### src/pcbe_pkg.sv
// Shared types and constants for the piecewise cubic Bezier evaluator.
package pcbe_pkg;

  // Fixed field widths of the command and result words.
  localparam int unsigned PORT_W     = 32;
  localparam int unsigned SEG_W      = 4;
  localparam int unsigned SLOT_W     = 2;
  localparam int unsigned S_W        = 17;
  localparam int unsigned CNT_W      = 5;
  localparam int unsigned FRAC_W     = 16;
  localparam int unsigned PROD_W     = S_W + CNT_W;
  localparam int unsigned IR_W       = PROD_W - FRAC_W;
  localparam int unsigned NPTS       = 4;
  localparam int unsigned ONE_Q16    = 65536;
  localparam int          HALF_LSB   = 32768;
  localparam int          D1_GAIN    = 3;
  localparam int          D2_GAIN    = 6;

  // Curvature datapath widths.
  localparam int unsigned CURV_W     = 31;
  localparam int unsigned SQ_W       = 64;
  localparam int unsigned ROOT_W     = 32;
  localparam int unsigned ROOT_STEPS = 32;
  localparam int unsigned DEN_W      = 96;
  localparam int unsigned REM_W      = 128;
  localparam int unsigned QUO_BITS   = 31;
  localparam logic [CURV_W-1:0] CURV_MAX = {CURV_W{1'b1}};

  // Operation codes and register indexes.
  localparam logic        OP_LOAD           = 1'b0;
  localparam logic        OP_EVAL           = 1'b1;
  localparam int unsigned REG_SEGMENT_COUNT = 0;

  typedef enum logic [1:0] {
    KIND_LOAD = 2'd0,
    KIND_EVAL = 2'd1,
    KIND_ERR  = 2'd2
  } kind_e;

  // Classified command word passed from the front end to the back end.
  typedef struct packed {
    kind_e                     kind;
    logic                      wr;
    logic [SEG_W-1:0]          seg;
    logic [SLOT_W-1:0]         slot;
    logic signed [PORT_W-1:0]  x;
    logic signed [PORT_W-1:0]  y;
    logic [CNT_W-1:0]          idx;
    logic [S_W-1:0]            t;
  } cmd_t;

  typedef struct packed {
    kind_e                     kind;
    logic signed [PORT_W-1:0]  pos_x;
    logic signed [PORT_W-1:0]  pos_y;
    logic signed [PORT_W-1:0]  tan_x;
    logic signed [PORT_W-1:0]  tan_y;
  } res_t;

  typedef struct packed {
    res_t                      res;
    logic signed [PORT_W-1:0]  d2x;
    logic signed [PORT_W-1:0]  d2y;
  } geo_t;

  typedef struct packed {
    res_t              res;
    logic [SQ_W-1:0]   c;
    logic [SQ_W-1:0]   m2;
    logic [SQ_W-1:0]   v;
    logic [SQ_W-1:0]   r;
  } root_t;

  typedef struct packed {
    res_t               res;
    logic [DEN_W-1:0]   den;
    logic [REM_W-1:0]   rem;
    logic [CURV_W-1:0]  quo;
    logic               fixed;
    logic [CURV_W-1:0]  fix_val;
  } div_t;

endpackage

### src/pcbe_queue.sv
// Two-entry command queue between the front end and the back end.
module pcbe_queue (
  input  logic            clk_i,
  input  logic            rst_ni,
  input  logic            push_i,
  input  pcbe_pkg::cmd_t  cmd_i,
  input  logic            pop_i,
  output logic            full_o,
  output logic            valid_o,
  output pcbe_pkg::cmd_t  cmd_o
);

  localparam int unsigned DEPTH = 2;

  pcbe_pkg::cmd_t entry_q [DEPTH];
  logic           wr_ptr_q, wr_ptr_d;
  logic           rd_ptr_q, rd_ptr_d;
  logic [1:0]     count_q, count_d;
  logic           do_pop;

  assign full_o  = (count_q == 2'(DEPTH));
  assign valid_o = (count_q != 2'd0);
  assign cmd_o   = entry_q[rd_ptr_q];
  assign do_pop  = pop_i && valid_o;

  // Pointer and fill count update.
  always_comb begin
    wr_ptr_d = push_i ? ~wr_ptr_q : wr_ptr_q;
    rd_ptr_d = do_pop ? ~rd_ptr_q : rd_ptr_q;
    count_d  = count_q + 2'(push_i) - 2'(do_pop);
  end

  always_ff @(posedge clk_i or negedge rst_ni) begin
    if (!rst_ni) begin
      wr_ptr_q <= 1'b0;
      rd_ptr_q <= 1'b0;
      count_q  <= 2'd0;
    end else begin
      wr_ptr_q <= wr_ptr_d;
      rd_ptr_q <= rd_ptr_d;
      count_q  <= count_d;
    end
  end

  // Entry storage.
  always_ff @(posedge clk_i) begin
    if (push_i) begin
      entry_q[wr_ptr_q] <= cmd_i;
    end
  end

endmodule

### config.mk
export PLATFORM = sky130hd
export DESIGN_NAME = pcbe_queue
export DESIGN_NICKNAME = d
export VERILOG_FILES = /design/src/pcbe_pkg.sv /design/src/pcbe_queue.sv
export SDC_FILE = /design/constraint.sdc
export NUM_CORES = 1
export LEC_CHECK = 0
export BUFFER_PORTS_ARGS = -buffer_cell sky130_fd_sc_hd__buf_4
export CAP_MARGIN = 0
export CORE_ASPECT_RATIO = 1.4
export CORE_MARGIN = 2
export CORE_UTILIZATION = 54
export CTS_BUF_LIST = sky130_fd_sc_hd__clkbuf_4
export CTS_CLUSTER_SIZE = 10
export DETAILED_ROUTE_END_ITERATION = 10
export PLACE_DENSITY_LB_ADDON = 0.3
export SYNTH_ARGS = -nofsm -noshare
export SYNTH_HDL_FRONTEND = slang
export SYNTH_SLANG_ARGS = --single-unit
### constraint.sdc
create_clock -name clk_i -period 5.8 [get_ports clk_i]
set_clock_uncertainty 0.05 [all_clocks]
set_input_delay 0.29 -clock clk_i [delete_from_list [all_inputs] [get_ports clk_i]]
set_output_delay 0.29 -clock clk_i [all_outputs]
set_load 0.01 [all_outputs]
; ---- Word-level counts from Yosys, hierarchy flattened
; Memories as Yosys holds them, arrays and structs flattened.
; Index checks and enable logic that the tools add are counted.
[totals]
input_bits = 99
ram_bits = 190
n_memories = 1
regBits = 4
out_inout_bits = 97
wordCells = 13
[op_classes]
eq_ne = 1
n_mux = 2
bitwise_logic = 2
n_reduce_logical = 2
addsub = 2
[mem_list]
columns = memory, words, width, read_ports, rd_ports_with_merged_regs, write_ports, line_no
row1 = entry_q, 2, 95, 1, 0, 1, pcbe_queue.sv:15  ; pcbe_pkg::cmd_t entry_q [DEPTH];
[op_table]
columns = op, count
row1 = 2-bit by 1-bit adder with 2-bit output, 1
row2 = "2-bit == test, second input constant", 1
row3 = 1-bit 2-to-1 mux, 2
row4 = 1-bit inverter, 2
row5 = 2-bit nonzero test, 1
row6 = 2-bit by 1-bit subtractor with 2-bit output, 1
row7 = 1-bit logical AND, 1

; ---- Logic depth before layout (Yosys ltp)
[depth]
depth_word = 3
mapped_depth = 6
ltp_nobuf = 6

; ---- Worst setup path before layout
; Ideal clock, no wire load.
[synth_path]
kind = register -> register
from = register wr_ptr_q
to = memory entry_q[0][0] (netlist bit) (enable)
stages_incl_launch_ff = 2
t_arrival_ps = 4609
period_less_slack_ps = 5220
required_time_ps = 5189
path_buffers = 0
setup_ps = 561
slack_ps = 580
path_cell_list = dfrtp_1 nor2b_1
[synth_lines]
columns = element, line_no
row1 = "start, declared", pcbe_queue.sv:16  ; logic wr_ptr_q, wr_ptr_d;
row2 = "start signal, assigned", pcbe_queue.sv:39  ; wr_ptr_q <= wr_ptr_d;
row3 = "end, declared", pcbe_queue.sv:15
; No word-level cell before the write port.

==> results.yml <==
run_status:
  status: "complete, no violations"
die:
  ioPinCount: 196
  start_util_pct: 54.7
  die-area_um2: 14400
  num_rows: 50
  die_h_um: 141
  die_w_um: 102
  core-area_um2: 13300
finish:
  syn_to_final_growth_pct: 39.3
  register_area_um2: 5810
  fill_cells: 771
  fin_nets: 719
  multiInputGateArea_um2: 1320
  drive_gt1_share_pct: 51.7
grt:
  grt_remaining_overflow: 0
  grtUsageTotal_pct: 20.1
  grt-busiest-layer: "met2"
  grt_max_degree: 60
  antenna_found_initial: 1
  grt_pass1_vias: 4318
  grt_pass1_wl_um: 21500
  grt_util_met2_pct: 35.7
  grt_util_met1_pct: 22.0
  use_met3_pct: 6.15
clock_network:
  path_clk_slew_ns: 0.15
  cts_tree: "yes"
  cts_buffers: 17
  cts_hold_buf: 99
  clk_latency_ns: 0.54
  post_cts_buffers: 0
  root_buffer: "clkbuf_4"
  cts.sink_count: 194
  cts-htree-levels: 4
  cts.repair.resized: 0
  cts_buffer_depth: 2
synthesis:
  syn_area_um2: 7260
  ys_types: 16
  synth_nets: 414
  ys_ff_latch: 194
  ys_warn_count: 0
  ys_seq_area_share_pct: 80.0
  synthArstFlopShare_pct: 2.06
  synth-main-ff-cell: "edfxtp_1"
  syn_area_per_cell_um2: 23.2
  postSynthCellCount: 313
  synth_edf_count: 190
worst_hold_path:
  hold_path.class: "input port to flop"
critical_path:
  r2r_end: "entry_q[0][40]"
  critPathCaptureType: "output pin"
  path_class: "flop to output pin"
  required_ns: 5.46
  cp_max_fo: 56
  arrival_ns: 2.82
  reg2reg_slack_ns: 3.22
  worstSetupStartpointType: "flop"
  critPathCapture: "cmd_o[24]"
  r2r_start: "wr_ptr_q"
  r2r_cells: 2
  cp-startpoint: "rd_ptr_q"
sta:
  report.final.slew_viol_count: 0
  rsz0062_at_grt: "false"
  slew-limit-headroom_pct: 27.4
  tightest_slew_ns: 1.09
  setup_slack_ns: 2.64
  fmax_mhz: 316
  setup_tns_ns: 0
  fin_crit_ns: 3.16
  setup_viol: 0
  fin_crit_sh_pct: 54.5
  hold_viol: 0
power_and_ir_drop:
  p_seq_share_pct: 48.8
  p_int_mw: 2.92
  p_sw_share_pct: 29.7
  power_frac_comb_pct: 35.1
  netSwitchingPower_mw: 1.23
  p_leak_nw: 3.93
  p_clk_share_pct: 16.2
  ir_drop_mv: 0.366
  power_density_nw_per_um2: 410
route:
  dr.pass1.iters: 5
  vias: 3960
  ant_nets: 0
  vias_per_cell: 4.86
  drt_iter0_markers: 175
  post_drt_wl_per_cell_um: 17.7
  wl_um: 14400
  drc: 0
placement:
  preCtsSetupSlack_ns: 3.19
  io_buffers: 195
  place_congestion: 0.750
  hpwl_um: 8510
job:
  drv_cap: 0
==> final cells by class <==
| cell class | instances | share of cell area [%] |
|---|---|---|
| clock buffers | 18 | 1.34 |
| flip-flops and latches | 194 | 57.4 |
| inverters | 2 | 0.0742 |
| clock inverters | 14 | 1.29 |
| multi-input cells | 106 | 13.1 |
| repair buffers | 297 | 24.5 |
| diodes | 1 | 0.0247 |
| well taps | 182 | 2.25 |
==> cells in the mapped netlist, types with 2 or more instances <==
cell / instances / area (um2)
buf_12: 4 / 80.1
buf_2: 5 / 25.0
dfrtp_1: 4 / 100
edfxtp_1: 190 / 5710
ha_1: 2 / 25.0
inv_1: 2 / 7.51
mux2_2: 55 / 619
mux2_4: 40 / 601
nor2b_1: 2 / 12.5
xnor2_1: 2 / 17.5
xor2_1: 2 / 17.5
==> metrics by stage <==
stage	util [%]	hold slack (ns)	instance area [um2]	std cells	total power, mW
after floorplan	-	-0.0556	7260	313	2.91
after global placement	66.8	0.0362	8850	682	3.41
after detailed placement	66.8	0.0379	8850	682	3.45
after CTS	76.2	0.371	10100	813	4.17
after global routing	76.2	0.360	10100	814	4.34
final	76.2	0.414	10100	814	4.15
==> power by group through the flow <==
stage | sequential [mW] | clock, mW | combinational, mW
final | 2.02 | 0.670 | 1.45
after global routing | 2.05 | 0.738 | 1.55
after CTS | 2.03 | 0.689 | 1.46
after detailed placement | 2.06 | 0 | 1.40
after global placement | 2.04 | 0 | 1.38
after floorplan | 1.97 | 0 | 0.943
==> metal layers <==
metal | up-vias | part of all wire (%) | wire length [um]
li1 | 1856 | - | -
met1 | 1938 | 36 | 5200
met2 | 136 | 55 | 7950
met3 | 30 | 5.9 | 846
met4 | 0 | 2.9 | 418
met5 | - | 0 | 0
==> cells by family after synthesis <==
kind of cell,Yosys count,synth area share (%)
adder cells (fa/ha/maj),2,0.345
XOR/XNOR,4,0.483
multiplexers,95,16.8
buffers and inverters,13,1.91
flip-flops,194,80.0
AO/OA/AOI/OAI,1,0.103
AND/OR/NAND/NOR,4,0.345
==> registers in the layout, summed over array words and instances (netlist names) <==
| register | flops |
|---|---|
| rd_ptr_q | 1 |
| wr_ptr_q | 1 |
| entry_q | 190 |
| count_q | 2 |
==> cells in the final DEF, fill, tap and decap left out <==
master	Yosys	routed
dlygate4sd3_1	0	99
clkbuf_4	0	18
inv_1	2	2
diode_2	0	1
dfrtp_4	0	1
clkinv_1	0	3
o21a_1	1	1
xnor2_1	2	2
or2_2	1	1
mux2_2	55	55
buf_4	0	198
mux2_4	40	40
nor2b_4	0	1
clkinvlp_4	0	3
nor2b_1	2	1
inv_8	0	2
and2_4	0	1
ha_1	2	2
bufinv_16	0	1
edfxtp_1	190	190
clkinv_4	0	2
inv_6	0	3
dfrtp_1	4	3
xor2_1	2	2
==> critical path, cell delays in order (launching register included) <==
cell and delay (ns):
dfrtp_4 1.01, buf_4 0.67, mux2_2 0.42, buf_4 0.15
==> worst min path at each step <==
stage / from / endpoint / slack [ns] / cells past startpoint
after global placement: rst_ni / count_q[0] / 0.04 / 1
after floorplan: rst_ni / count_q[0] / -0.06 / 0
after global routing: cmd_i[17] / entry_q[1][17] / 0.36 / 2
after CTS: cmd_i[91] / entry_q[1][91] / 0.37 / 2
after detailed placement: rst_ni / count_q[0] / 0.04 / 1
final: cmd_i[5] / entry_q[1][5] / 0.41 / 2
(Power assumes the default switching activity.)
