===== config.mk =====
export PLATFORM = sky130hd
export DESIGN_NAME = pcbe_front
export DESIGN_NICKNAME = d
export VERILOG_FILES = /design/src/pcbe_pkg.sv /design/src/pcbe_front.sv
export SDC_FILE = /design/constraint.sdc
export NUM_CORES = 1
export LEC_CHECK = 0
export ABC_AREA = 1
export BUFFER_PORTS_ARGS = -buffer_cell sky130_fd_sc_hd__buf_2
export CAP_MARGIN = 25
export CORE_MARGIN = 2
export CORE_UTILIZATION = 44
export DETAILED_ROUTE_END_ITERATION = 6
export PLACE_DENSITY = 0.81
export SLEW_MARGIN = 20
export SYNTH_ARGS = -nofsm -noshare
export SYNTH_HDL_FRONTEND = slang
export SYNTH_SLANG_ARGS = --single-unit
export TNS_END_PERCENT = 30

===== constraint.sdc =====
create_clock -name vclk -period 7.65
set_input_delay 1.53 -clock vclk [all_inputs]
set_output_delay 1.53 -clock vclk [all_outputs]
set_load 0.01 [all_outputs]

===== src/pcbe_pkg.sv =====
// Shared types and constants for the piecewise cubic Bezier evaluator.
package pcbe_pkg;

  // Fixed field widths of the command and result words.
  localparam int unsigned PORT_W     = 32;
  localparam int unsigned SEG_W      = 4;
  localparam int unsigned SLOT_W     = 2;
  localparam int unsigned S_W        = 17;
  localparam int unsigned CNT_W      = 5;
  localparam int unsigned FRAC_W     = 16;
  localparam int unsigned PROD_W     = S_W + CNT_W;
  localparam int unsigned IR_W       = PROD_W - FRAC_W;
  localparam int unsigned NPTS       = 4;
  localparam int unsigned ONE_Q16    = 65536;
  localparam int          HALF_LSB   = 32768;
  localparam int          D1_GAIN    = 3;
  localparam int          D2_GAIN    = 6;

  // Curvature datapath widths.
  localparam int unsigned CURV_W     = 31;
  localparam int unsigned SQ_W       = 64;
  localparam int unsigned ROOT_W     = 32;
  localparam int unsigned ROOT_STEPS = 32;
  localparam int unsigned DEN_W      = 96;
  localparam int unsigned REM_W      = 128;
  localparam int unsigned QUO_BITS   = 31;
  localparam logic [CURV_W-1:0] CURV_MAX = {CURV_W{1'b1}};

  // Operation codes and register indexes.
  localparam logic        OP_LOAD           = 1'b0;
  localparam logic        OP_EVAL           = 1'b1;
  localparam int unsigned REG_SEGMENT_COUNT = 0;

  typedef enum logic [1:0] {
    KIND_LOAD = 2'd0,
    KIND_EVAL = 2'd1,
    KIND_ERR  = 2'd2
  } kind_e;

  // Classified command word passed from the front end to the back end.
  typedef struct packed {
    kind_e                     kind;
    logic                      wr;
    logic [SEG_W-1:0]          seg;
    logic [SLOT_W-1:0]         slot;
    logic signed [PORT_W-1:0]  x;
    logic signed [PORT_W-1:0]  y;
    logic [CNT_W-1:0]          idx;
    logic [S_W-1:0]            t;
  } cmd_t;

  typedef struct packed {
    kind_e                     kind;
    logic signed [PORT_W-1:0]  pos_x;
    logic signed [PORT_W-1:0]  pos_y;
    logic signed [PORT_W-1:0]  tan_x;
    logic signed [PORT_W-1:0]  tan_y;
  } res_t;

  typedef struct packed {
    res_t                      res;
    logic signed [PORT_W-1:0]  d2x;
    logic signed [PORT_W-1:0]  d2y;
  } geo_t;

  typedef struct packed {
    res_t              res;
    logic [SQ_W-1:0]   c;
    logic [SQ_W-1:0]   m2;
    logic [SQ_W-1:0]   v;
    logic [SQ_W-1:0]   r;
  } root_t;

  typedef struct packed {
    res_t               res;
    logic [DEN_W-1:0]   den;
    logic [REM_W-1:0]   rem;
    logic [CURV_W-1:0]  quo;
    logic               fixed;
    logic [CURV_W-1:0]  fix_val;
  } div_t;

endpackage


===== src/pcbe_front.sv =====
// Front end: takes a command word and classifies it, finding segment and local t.
module pcbe_front #(
  parameter int unsigned MAX_SEGMENTS = 16
) (
  input  logic                                     start_i,
  input  logic                                     busy_i,
  input  logic                                     operation_i,
  input  logic [pcbe_pkg::SEG_W-1:0]               segment_index_i,
  input  logic [pcbe_pkg::SLOT_W-1:0]              point_slot_i,
  input  logic signed [pcbe_pkg::PORT_W-1:0]       point_x_i,
  input  logic signed [pcbe_pkg::PORT_W-1:0]       point_y_i,
  input  logic [pcbe_pkg::S_W-1:0]                 param_s_i,
  input  logic [pcbe_pkg::CNT_W-1:0]               seg_count_i,
  output logic                                     push_o,
  output pcbe_pkg::cmd_t                           cmd_o
);

  logic [pcbe_pkg::CNT_W-1:0]  n;
  logic [pcbe_pkg::PROD_W-1:0] prod;
  logic [pcbe_pkg::IR_W-1:0]   idx_raw;
  logic [pcbe_pkg::CNT_W-1:0]  idx;

  // Effective segment count: zero acts as one, large values clamp to the table.
  always_comb begin
    if (seg_count_i == '0) begin
      n = pcbe_pkg::CNT_W'(1);
    end else if (32'(seg_count_i) > 32'(MAX_SEGMENTS)) begin
      n = pcbe_pkg::CNT_W'(MAX_SEGMENTS);
    end else begin
      n = seg_count_i;
    end
  end

  // Segment is floor(s*n); the end point s = 1.0 falls into the last segment.
  assign prod    = pcbe_pkg::PROD_W'(param_s_i) * pcbe_pkg::PROD_W'(n);
  assign idx_raw = prod[pcbe_pkg::PROD_W-1:pcbe_pkg::FRAC_W];
  assign idx     = (idx_raw >= {1'b0, n}) ? n - pcbe_pkg::CNT_W'(1)
                                          : idx_raw[pcbe_pkg::CNT_W-1:0];

  // Classify the word.
  always_comb begin
    cmd_o.wr   = (operation_i == pcbe_pkg::OP_LOAD) &&
                 (32'(segment_index_i) < 32'(MAX_SEGMENTS));
    cmd_o.seg  = segment_index_i;
    cmd_o.slot = point_slot_i;
    cmd_o.x    = point_x_i;
    cmd_o.y    = point_y_i;
    cmd_o.idx  = idx;
    cmd_o.t    = pcbe_pkg::S_W'(prod - pcbe_pkg::PROD_W'({idx, {pcbe_pkg::FRAC_W{1'b0}}}));
    if (operation_i == pcbe_pkg::OP_LOAD) begin
      cmd_o.kind = pcbe_pkg::KIND_LOAD;
    end else if (32'(param_s_i) > 32'(pcbe_pkg::ONE_Q16)) begin
      cmd_o.kind = pcbe_pkg::KIND_ERR;
    end else begin
      cmd_o.kind = pcbe_pkg::KIND_EVAL;
    end
  end

  assign push_o = start_i && !busy_i;

endmodule


======== After elaboration in Yosys (flattened, before gate mapping) ========
Index checks and enable logic that the tools add are counted.
word-level totals
  word-level logic and storage cells ...... 15
  bits in registers ....................... 0
operators by class
  reductions and logical operators ........ 3
  muxes and demuxes ....................... 5
  multiply operators ...................... 1
  bitwise logic cells ..................... 1
  $add $sub $neg .......................... 2
  $lt $le $gt $ge ......................... 3
operator list
  operator                                          number
  multiplier 17 x 5 -> 22 bit                       1
  > comparator 17 bit, second input constant        1
  subtractor 17 bit                                 1
  2-to-1 mux 5 bit                                  3
  >= comparator 6 x 5 -> 1 bit                      1
  > comparator 5 bit, second input constant         1
  logical NOT 5 bit                                 1
  subtractor 5 x 1 -> 5 bit, second input constant  1
  2-to-1 mux 2 bit                                  2
  logical AND 1 bit                                 1
  logical NOT 1 bit                                 1
  inverter 1 bit                                    1

======== Logic depth before layout (Yosys ltp) ========
Gate-level depths: netlist of the first run.
  depth in word-level cells ............... 7
  mapped depth ............................ 29
  gate-level depth less buffers ........... 28

======== Worst setup path after synthesis of the first run ========
OpenSTA, ideal clock, no wires.
  kind .................................... input to output
  start point ............................. input seg_count_i[4] in the netlist's numbering
  end point ............................... output cmd_o[17] in the netlist's numbering
  slack ................................... 0.061 ns
  arrival ................................. 6.059 ns
  buffers on the path ..................... 2
  stages on the path ...................... 28
  required time ........................... 6.120 ns
  path through ............................ buf_2 > nor2_1 > inv_1 > buf_2 > nor2_1 > fa_1 > fa_1 > inv_1 > fa_1 > inv_1 > ha_1 > nand2_1 > inv_1 > nand2_1 > inv_1 > a21oi_2 > nand2_1 > nand2_1 > nand2_1 > ha_1 > inv_1 > nand2_1 > a21o_1 > nand4_1 > nand2_1 > inv_1 > nand3_4 > o21ai_1
RTL lines
  item                RTL line          RTL
  start: declaration  pcbe_front.sv:13  input logic [pcbe_pkg::CNT_W-1:0] seg_count_i,
  end: declaration    pcbe_front.sv:15  output pcbe_pkg::cmd_t cmd_o

==> impl_summary.md, run 1 <==
Synth
The multiplexer share of the synthesized area is 0%. In this run, distinct cell masters in the synthesized netlist total 35. The most numerous cell in the Yosys netlist is sky130_fd_sc_hd__nand2_1. In the post-synthesis netlist, the biggest area contributors are sky130_fd_sc_hd__fa_1, sky130_fd_sc_hd__buf_4, sky130_fd_sc_hd__ha_1. The cell type contributing the most total cell area after synthesis is sky130_fd_sc_hd__fa_1. The dominant combinational cell family by area after synthesis is adder cells. The share of the synthesized netlist area taken by xor and xnor gates is between 3 and 4%. Synthesis produced 569 cells.

The total number of yosys warnings is 0. The area fraction of the dominant cell type after synthesis is between 20% and 30%. The number of nets in the synthesized netlist is 745. Averaged over all synthesized cells, the footprint is 6.643 sq um. The simple logic cell fraction of the synthesized area is ~29%. The synthesized cell area is around 3800 sq um. The sequential area share after synthesis is 0%.

The area fraction in compound gates after synthesis is under 10%. Ranked by instance count, the synthesized netlist is headed by sky130_fd_sc_hd__nand2_1, sky130_fd_sc_hd__inv_1, sky130_fd_sc_hd__buf_4, sky130_fd_sc_hd__nor2_1, sky130_fd_sc_hd__fa_1. The adder-cell area share of the yosys netlist is between 30% and 40%.

Placement
The number of instances in the placed design is around 670. Summing all placed instances gives a cell area of around 3800 sq um. After legalization and detailed placement, the total HPWL measured 8120 um.

Routability-driven placement finished with a final weighted congestion of between 0.9 and 1. The quantity of I/O buffers inserted on ports is 51.

Die
The area of the die is roughly 9300 sq um. Measured along the x axis, the die boundary spans 96.69 um. The area inside the core boundary is between 8000 and 9000 sq um. The starting density of the core is ~46%. The die is between 90 and 100 um tall. The I/O pin count is approximately 190.

The initialized floorplan defines 33 standard-cell rows.

Routing
The routed design has approximately 11000 um of wire. For this run, the detailed router's first-pass iteration total came to 5. For this block, the initial DRC count from the detailed router was ~270.

The routed design uses 5514 um of met2 wire. The routed layout has between 3000 and 4000 vias. After detailed routing, the average wire length per cell comes to approximately 16 um. Summed over all nets, wire length on met3 after detailed routing comes to about 890 um. The highest metal layer used by the detailed router is met4. In the final routing, the length of wire on met1 measures 4233 um. The remaining antenna violation count is 0.

For this run, design rule violations remaining after detail routing come to 0. In the routed layout, each cell is associated on average with a via count of ~5.3.

Critical path
The critical path's most frequent cell is sky130_fd_sc_hd__nand2_1. The logic depth of the worst setup path including buffers is 27. The startpoint-to-endpoint class of the critical path is primary input to output port. The sort of element at the end of the critical path is an output port.

Counting both buffers and inverters, the worst setup path holds a total of 8. The maximum cell stage delay along the critical path is roughly 0.55 ns. STA classifies the critical path startpoint as a primary input. The data arrival at the endpoint of the critical path is 6.10 ns. On the critical path the largest part of the delay comes from adder cells. In this run the worst path has a maximum fanout of 8. The required time of the critical path is around 6.1 ns.

The worst-path cell with the longest stage delay is sky130_fd_sc_hd__fa_1.

STA
The peak clock frequency supported by timing is 131.0 MHz. The transition at the pin with the smallest max-transition slack is 0.6297 ns. The final max-slew violation count is 0. After layout, the minimum clock period comes to ~7.6 ns. In this run the tightest slew margin relative to its limit is 57.92%. The final hold violation count is 0.

Setup repair after global routing could not meet its margin everywhere. Dividing the final minimum period by the clock period gives about 100%. The final setup violation count is 0.

Layout
Of the cells placed in the final design, the portion with a size suffix greater than 1 is roughly two fifths. Once layout is done, the placed cells without fillers occupy ~4500 sq um. The synthesis-to-finish area growth is 18.40%. The number of flip-flops and latches is 0.

The total number of nets in the final design is 769. The filler-free cell count of the finished design is 696. The area used by sequential logic in the layout is 0 sq um. Counting the fill cells in the layout gives ~750. The clock buffer instance count of the final layout is 0. The diode insertion count for antenna repair is 0.

Run
The total of max-cap violations is 0.

Power
For this design the ratio of total power to cell area is 137.2 nW/um^2. VDD sags by at most between 0.00006 and 0.00007 V. In this run the static leakage power is roughly 0.0026 uW. The post-layout total power is 614.1 uW.

Status
The run finished with clean final reports.

Worst hold path
The worst hold path depth is 0. In this run the worst hold path is classified as primary input to output port.

Global routing
The initial antenna violation count is 0. The global-route congestion overflow total is 0. The via count of the first global-routing pass was between 3000 and 4000. The largest net degree at the start of global routing is 16. Global routing consumed, over all layers together, roughly 21% of the routing resources. The first global-routing pass estimated 16350 um of wire.
## report_power, final
part	leakage [uW]	internal [uW]	switching (uW)
registers	0	0	0
logic	0.00255	260	354
clock network	0	0	0
## worst paths after layout
check	from	to	slack, ns
min	point_y_i[2]	cmd_o[24]	3.06
max	seg_count_i[3]	cmd_o[19]	0.02
## timing repair
item                       CTS  global route
cloned                       0             1
setup endpoints to repair    6             6
gates resized for setup     16           118
hold buffers                 0             0
pin swaps                    3            63
setup buffers                7            15
## kinds of logic (layout without fill, tap and decap cells)
kind of cell             count (synthesis)  after routing
AO/OA/AOI/OAI                           35             35
XOR/XNOR                                13             13
adder cells (fa/ha/maj)                 81             81
buffers and inverters                  196            218
AND/OR/NAND/NOR                        244            244
## layer usage
layer / global-route usage, % / vias up
met2: 36.43 / 194
met3: 2.746 / 53
met5: 0 / -
met4: 5.200 / 0
li1: - / 1697
met1: 26.27 / 1733
## cell usage in the layout, fill, tap and decap left out, drive strengths merged, types with 2 or more instances in the layout
cell and n:
xor2 8, buf 98, nor3 2, clkinvlp 2, a21oi 19, inv 118, a21o 3, o21bai 3
o21ai 7, nor4 2, nand2 127, ha 36, nor2 73, xnor2 5, fa 45, nand3 31
nand4 8
## through the flow
step                setup TNS [ns]  util (%)  worst slack, ns  hold WS [ns]
floorplan                        0         -          0.06067         3.108
global placement           -0.2004     46.06         -0.04784         3.060
detailed placement         -0.9844     46.06          -0.1897         3.060
CTS                              0     47.58          0.02816         3.060
global route                -1.058     54.20          -0.2056         3.060
finish                           0     54.20          0.01651         3.060
## area by class of cell
cell class         count  area (sq um)  area share (%)
well taps            105         131.4           2.935
multi-input cells    373          3227           72.10
inverters            119         455.4           10.18
repair inverters       1         7.507          0.1677
repair buffers        98         654.4           14.62
(Power assumes the default switching activity.)
==> inputs of run 2 (changes only) <==
--- a/config.mk
+++ b/config.mk
@@ -8,10 +8,12 @@
 export ABC_AREA = 1
 export BUFFER_PORTS_ARGS = -buffer_cell sky130_fd_sc_hd__buf_2
 export CAP_MARGIN = 25
+export CELL_PAD_IN_SITES_DETAIL_PLACEMENT = 1
+export CELL_PAD_IN_SITES_GLOBAL_PLACEMENT = 2
 export CORE_MARGIN = 2
-export CORE_UTILIZATION = 44
+export CORE_UTILIZATION = 22
 export DETAILED_ROUTE_END_ITERATION = 6
-export PLACE_DENSITY = 0.81
+export PLACE_DENSITY_LB_ADDON = 0.1
 export SLEW_MARGIN = 20
 export SYNTH_ARGS = -nofsm -noshare
 export SYNTH_HDL_FRONTEND = slang
==> run 2 against run 1 <==
Final cell count grew 23%; core utilization down 23 points; largest cell class unchanged; critical endpoint is now cmd_o[16]; critical path depth rose by 1; hold slack unchanged; worst setup slack better by 0.14 ns.
==> impl_summary.md, run 2 (synthesis results as in run 1) <==
Critical path
The sort of element at the end of the critical path is an output port. For the worst setup path, the data required time is ~6 ns. The setup path with the least slack is of type primary input to output port. STA classifies the critical path startpoint as a primary input.

The most critical setup path has its startpoint at seg_count_i[4]. The critical-path maximum fanout is 8. The data arrival at the endpoint of the critical path is about 6.0 ns. The critical path ends at cmd_o[16].

Global routing
The global-route congestion overflow total is 0. The via count of the first global-routing pass is about 4000. In the global route stage, overall resource usage came out at around 15%. The initial antenna violation count came to 0. The first global-routing pass estimated between 20000 and 25000 um of wire. The largest net degree at the start of global routing is 19.

Layout
The repair_antennas step left the layout with diodes totalling 0. After layout, the clock buffer instance count stands at 0. Across the whole layout, storage elements account for 0 sq um. The number of flip-flops and latches is 0. In the final design database the tool counted just over 800 nets. The library cell used most frequently in the layout, excluding fill and tap cells, is sky130_fd_sc_hd__inv_1. The layout cell share with drive strength beyond 1 is a little under half. The synthesis-to-finish area growth is 37.11%. Cells fill 31.03% of the core in the end. Leaving out fill and tap cells, the most frequent cells in the layout are sky130_fd_sc_hd__inv_1, sky130_fd_sc_hd__nand2_1, sky130_fd_sc_hd__buf_4, sky130_fd_sc_hd__buf_2, sky130_fd_sc_hd__nor2_1. The combined area of the multi-input logic cells is between 3000 and 4000 sq um. The number of fillers in the final layout is 2073.

Die
The width of the die is ~140 um. The region available for standard cell placement spans 16700 sq um. The initial utilization of the core area, before any placement, comes to a little under a quarter. The number of rows created at floorplan is 47. The die covers between 15000 and 20000 sq um. In this run the count of I/O pins placed on the die edge is ~190.

The die is 135.1 um tall.

STA
The final hold violation count was 0. Headroom to the max-slew limit came out at 52.23%. The final max-slew violation count came to 0.

Setup violations remaining at the end of the flow were counted as 0. The final critical path takes up between 90% and 100% of the cycle. The transition at the pin with the smallest max-transition slack is between 0.7 and 0.8 ns. The post-route minimum period is around 7.5 ns. Setup repair after global routing could not meet its margin everywhere.

Based on the critical path, the design can be clocked at up to around 130 MHz.

Routing
The count of unresolved DRC violations after routing is 0. The total vias in the final route is around 3600. The detail route stage leaves a number of antenna-violating nets equal to 0. The total wirelength of the detailed-routed design is 13580 um. The number of detailed-route iterations in the first pass is 4. The detailed router finished its first iteration with 76 violations. In the final routed layout, each cell accounts on average for 15.87 um. The detail-routed via count per cell is about 4.3.

Power
For this design the static power due to leakage is between 0.002 and 0.003 uW. IR analysis of the VDD net gives a maximum drop of 0.00005836 V. Summing internal, switching and leakage power gives between 700 and 800 uW. The cell area power density is approximately 140 nW/um^2.

Placement
The quantity of I/O buffers inserted on ports is between 50 and 60. At the end of routability-driven placement, the weighted congestion stood at between 0.7 and 0.8. Summed over all nets, the half-perimeter wirelength after detailed placement is roughly 11000 um.

Run
The tool flagged a number of max-cap violations equal to 0.

Clocking
Hold repair after CTS inserted 0 buffers.

Worst hold path
The class of the most critical hold timing path is primary input to output port.

Status
The flow ran to the end, and the final reports show no timing, DRC or antenna violations.
run 2: cell type report:
class                      instances  share of cell area, %
multi-input combinational        373                  65.98
timing repair buffer             143                  19.87
inverter                         119                  8.691
tap                              220                  5.311
timing repair inverter             1                 0.1449
run 2: layer usage:
layer	part of all wire (%)	track usage, %	vias up
li1	-	-	1783
met1	45	19.73	1781
met2	51	27.66	70
met3	2.8	0.7508	14
met4	0.53	0.9838	0
met5	0	0	-
run 2: through the flow:
step | hold slack [ns] | cell area [sq um] | setup TNS [ns] | std cells | worst slack (ns)
detailed placement | 3.060 | 4260 | -1.987 | 829 | -0.4037
finish | 3.060 | 5182 | 0 | 856 | 0.1519
CTS | 3.060 | 4578 | 0 | 841 | 0.002578
global route | 3.060 | 5182 | -0.4685 | 856 | -0.09711
global placement | 3.060 | 4260 | -1.791 | 829 | -0.3813
floorplan | 3.108 | 3780 | 0 | 569 | 0.06067
run 2: critical path, cell delays in order:
cell	delay (ns)
sky130_fd_sc_hd__buf_6	0.12
sky130_fd_sc_hd__nor2_4	0.13
sky130_fd_sc_hd__clkinvlp_4	0.15
sky130_fd_sc_hd__buf_12	0.17
sky130_fd_sc_hd__nor2_4	0.09
sky130_fd_sc_hd__fa_1	0.41
sky130_fd_sc_hd__fa_1	0.53
sky130_fd_sc_hd__inv_2	0.04
sky130_fd_sc_hd__fa_1	0.52
sky130_fd_sc_hd__inv_2	0.05
sky130_fd_sc_hd__ha_4	0.31
sky130_fd_sc_hd__nand2_1	0.07
sky130_fd_sc_hd__inv_2	0.08
sky130_fd_sc_hd__nand2_2	0.08
sky130_fd_sc_hd__nor3_4	0.21
sky130_fd_sc_hd__nand3_2	0.12
sky130_fd_sc_hd__nand3_2	0.07
sky130_fd_sc_hd__nand2_1	0.06
sky130_fd_sc_hd__nand2_2	0.09
sky130_fd_sc_hd__ha_4	0.21
sky130_fd_sc_hd__a21o_1	0.19
sky130_fd_sc_hd__a21oi_2	0.13
sky130_fd_sc_hd__nand2_1	0.07
sky130_fd_sc_hd__inv_2	0.07
sky130_fd_sc_hd__nand3_4	0.13
sky130_fd_sc_hd__nand3_2	0.11
sky130_fd_sc_hd__nand2_2	0.09
sky130_fd_sc_hd__buf_6	0.13
run 2: worst min-delay path by stage:
stage	from	endpoint	slack (ns)	depth (start not counted)
final	point_y_i[19]	cmd_o[41]	3.06	0
after global routing	point_y_i[19]	cmd_o[41]	3.06	0
after CTS	point_y_i[0]	cmd_o[22]	3.06	0
after detailed placement	point_y_i[0]	cmd_o[22]	3.06	0
after floorplan	busy_i	push_o	3.11	1
after global placement	point_y_i[0]	cmd_o[22]	3.06	0
run 2: timing repair:
action	CTS	global route
setup endpoints to repair	6	6
resized for setup	45	126
pin swaps	17	83
cloned	1	0
setup buffers	11	15
run 2: power by group:
part | switching (uW) | internal [uW] | leakage, uW
sequential | 0 | 0 | 0
clock | 0 | 0 | 0
combinational | 389 | 348 | 0.00283
total | 389 | 348 | 0.00283
==> inputs of run 3 (changes only) <==
--- a/config.mk
+++ b/config.mk
@@ -13,7 +13,7 @@
 export CORE_MARGIN = 2
 export CORE_UTILIZATION = 22
 export DETAILED_ROUTE_END_ITERATION = 6
-export PLACE_DENSITY_LB_ADDON = 0.1
+export PLACE_DENSITY = 0.84
 export SLEW_MARGIN = 20
 export SYNTH_ARGS = -nofsm -noshare
 export SYNTH_HDL_FRONTEND = slang
==> run 3 against run 2 <==
Final cell count is 4.0% lower; critical path depth stayed put; design area is 9.7% lower; sequential share of layout area stayed put; die area stayed put; largest power group unchanged; largest cell class unchanged; core utilization is 3.0 points lower; maximum frequency is 0.73% higher.
==> impl_summary.md, run 3 (synthesis results as in run 1) <==
Status
The flow ran to the end, and the final reports show no timing, DRC or antenna violations.

Routing
The final routed wire length divided by cell count is 14.20 um. Detailed routing inserted a total of 3474 vias. The total wirelength of the detailed-routed design is ~12000 um. The count of unresolved DRC violations after routing is 0.

In the routed layout, each cell is associated on average with a via count of approximately 4.2. The number of detailed-route iterations in the first pass is 4. The remaining antenna violation count is 0.

The DRC marker count from the first detailed-route iteration is 86.

Placement
The global placer's final weighted congestion is roughly 0.83. The HPWL after detailed placement is roughly 10000 um. The quantity of I/O buffers inserted on ports is approximately 50. Including well taps, the total number of placed cells is between 800 and 900.

STA
Static timing analysis puts the maximum clock frequency at approximately 130 MHz. At the pin with the least slew margin, the transition time is 0.6491 ns. In the finished design, the share of the clock period the worst path needs comes to a little over nine tenths. In this run the tightest slew margin relative to its limit is a little under three fifths. Setup violations remaining at the end of the flow were counted as 0. The post-route setup TNS is 0 ns. The final max-slew violation count came to 0.

The final hold violation count came to 0. The tightest hold path in the finished design has a slack of around 3.1 ns. The clock period could shrink to roughly 7.4 ns.

Layout
The layout cell share with drive strength beyond 1 is 36.71%. The sequential cells in the finished layout cover a total of 0 sq um. The clock buffer instance count of the final layout is 0. The net count of the finished layout is between 700 and 800. In the layout the commonest cells are sky130_fd_sc_hd__nand2_1, sky130_fd_sc_hd__inv_1, sky130_fd_sc_hd__buf_4, sky130_fd_sc_hd__buf_2, sky130_fd_sc_hd__nor2_1. The commonest non-fill, non-tap cell in the layout is sky130_fd_sc_hd__nand2_1. The filler-free cell count of the finished design is between 800 and 900. The design has 0 sequential cells. The fraction of the core area covered by cells at the end of the flow is approximately 28%. Compared with the post-synthesis result, the final layout area differs by 23.77%. 0 antenna diodes ended up in the layout.

Global routing
The via count of the first global-routing pass is around 3700. Global routing finished with a remaining overflow of 0. The largest net degree at the start of global routing is 16. The initial antenna violation count is 0. The first-pass GRT wire length is ~18000 um.

The total track usage is between 10% and 20%.

Power
Total power for the finished layout comes to slightly above 600 uW. Power spread over the standard cell area amounts to 131.4 nW/um^2. The analysis attributes to cell leakage a power of 0.002616 uW. IR analysis of the VDD net gives a maximum drop of a little under 0.00008 V.

Run
Across the run, the number of max-cap violations was 0.

Critical path
The worst setup path is launched from a primary input. The startpoint-to-endpoint class of the critical path is primary input to output port. At the worst endpoint, the required time is between 6 and 7 ns. The worst setup path is captured at an output port. The data arrival at the endpoint of the critical path is 5.91 ns. The worst setup path startpoint is seg_count_i[4]. The critical-path maximum fanout is 8.

Die
The floorplan step defined a die boundary enclosing 18250 sq um. The starting density of the core is 22.63%. The total area inside the core boundary comes to between 15000 and 20000 sq um. From left edge to right edge, the die measures 135.1 um. The I/O pin count is ~190. The die is roughly 140 um tall. The floorplan has 47 rows.

Worst hold path
The capture endpoint of the worst hold path is cmd_o[22]. The class of the most critical hold timing path is primary input to output port. The worst hold path depth is 0. The worst hold path begins at point_y_i[0].

Clocking
Hold repair after CTS inserted 0 buffers.
## run 3: changes by cell type in the layout (fill, tap and decap cells not counted), moves of 4 or more
cell	before	now
sky130_fd_sc_hd__inv_2	29	17
sky130_fd_sc_hd__ha_4	16	12
sky130_fd_sc_hd__inv_1	89	100
sky130_fd_sc_hd__nand3_2	14	7
sky130_fd_sc_hd__ha_1	18	22
sky130_fd_sc_hd__buf_4	80	54
sky130_fd_sc_hd__nand2_2	32	24
sky130_fd_sc_hd__nand2_4	7	1
sky130_fd_sc_hd__a21oi_4	6	2
sky130_fd_sc_hd__nand2_1	88	102
sky130_fd_sc_hd__nand3_1	12	21
sky130_fd_sc_hd__buf_6	11	3
## run 3: layer usage
layer  vias to the layer above  share of wire (%)  GRT usage (%)
li1                       1713                  -              -
met1                      1692                 47          17.11
met2                        59                 49          22.59
met3                        10                3.1         0.5255
met4                         0                1.1          1.042
met5                         -                  0              0
## run 3: metrics by stage
| stage | cell area [sq um] | setup WS [ns] |
|---|---|---|
| finish | 4678 | 0.2064 |
| global route | 4678 | -0.03987 |
| CTS | 4270 | 0.007182 |
| detailed placement | 4133 | -0.1049 |
| global placement | 4133 | -0.1344 |
| floorplan | 3780 | 0.06067 |
## run 3: critical path, stage by stage
cell and delay, ns:
sky130_fd_sc_hd__buf_4 0.15, sky130_fd_sc_hd__nor2_4 0.12, sky130_fd_sc_hd__clkinvlp_4 0.13, sky130_fd_sc_hd__buf_6 0.15, sky130_fd_sc_hd__nor2_1 0.12, sky130_fd_sc_hd__fa_1 0.45
sky130_fd_sc_hd__fa_1 0.53, sky130_fd_sc_hd__fa_1 0.62, sky130_fd_sc_hd__ha_4 0.23, sky130_fd_sc_hd__nand2_1 0.12, sky130_fd_sc_hd__inv_1 0.08, sky130_fd_sc_hd__nand2_2 0.07
sky130_fd_sc_hd__nand2_1 0.06, sky130_fd_sc_hd__a21oi_2 0.20, sky130_fd_sc_hd__nand2_2 0.08, sky130_fd_sc_hd__nand2_1 0.07, sky130_fd_sc_hd__nand2_2 0.07, sky130_fd_sc_hd__ha_1 0.27
sky130_fd_sc_hd__inv_1 0.06, sky130_fd_sc_hd__nand2_1 0.05, sky130_fd_sc_hd__a21o_1 0.15, sky130_fd_sc_hd__nand4_1 0.06, sky130_fd_sc_hd__nand2_1 0.06, sky130_fd_sc_hd__inv_2 0.07
sky130_fd_sc_hd__nand3_4 0.12, sky130_fd_sc_hd__nand3_1 0.10, sky130_fd_sc_hd__nand2_1 0.05, sky130_fd_sc_hd__buf_2 0.13
## run 3: worst max-delay path by stage
stage,to,slack [ns],cells after the start
global route,cmd_o[21],-0.04,29
CTS,cmd_o[16],0.007,28
global placement,cmd_o[17],-0.13,25
finish,cmd_o[16],0.21,28
floorplan,cmd_o[17],0.06,28
detailed placement,cmd_o[16],-0.10,26
## run 3: power by group
| part | internal (uW) | switching (uW) |
|---|---|---|
| registers | 0 | 0 |
| clock network | 0 | 0 |
| logic | 275 | 340 |
| total | 275 | 340 |
## run 3: what timing repair did
action / in CTS / in global routing
buffers inserted: 3 / 6
pin swaps: 7 / 49
setup endpoints to repair: 6 / 6
resized for setup: 20 / 87
hold endpoints to repair: 0 / 0
cloned: 0 / 1
## run 3: cell type report
cell class / instances / area (sq um)
fill: 2107 / 12020
inverter: 119 / 452.9
multi-input combinational: 373 / 3196
tap: 220 / 275.3
timing repair buffer: 110 / 754.5
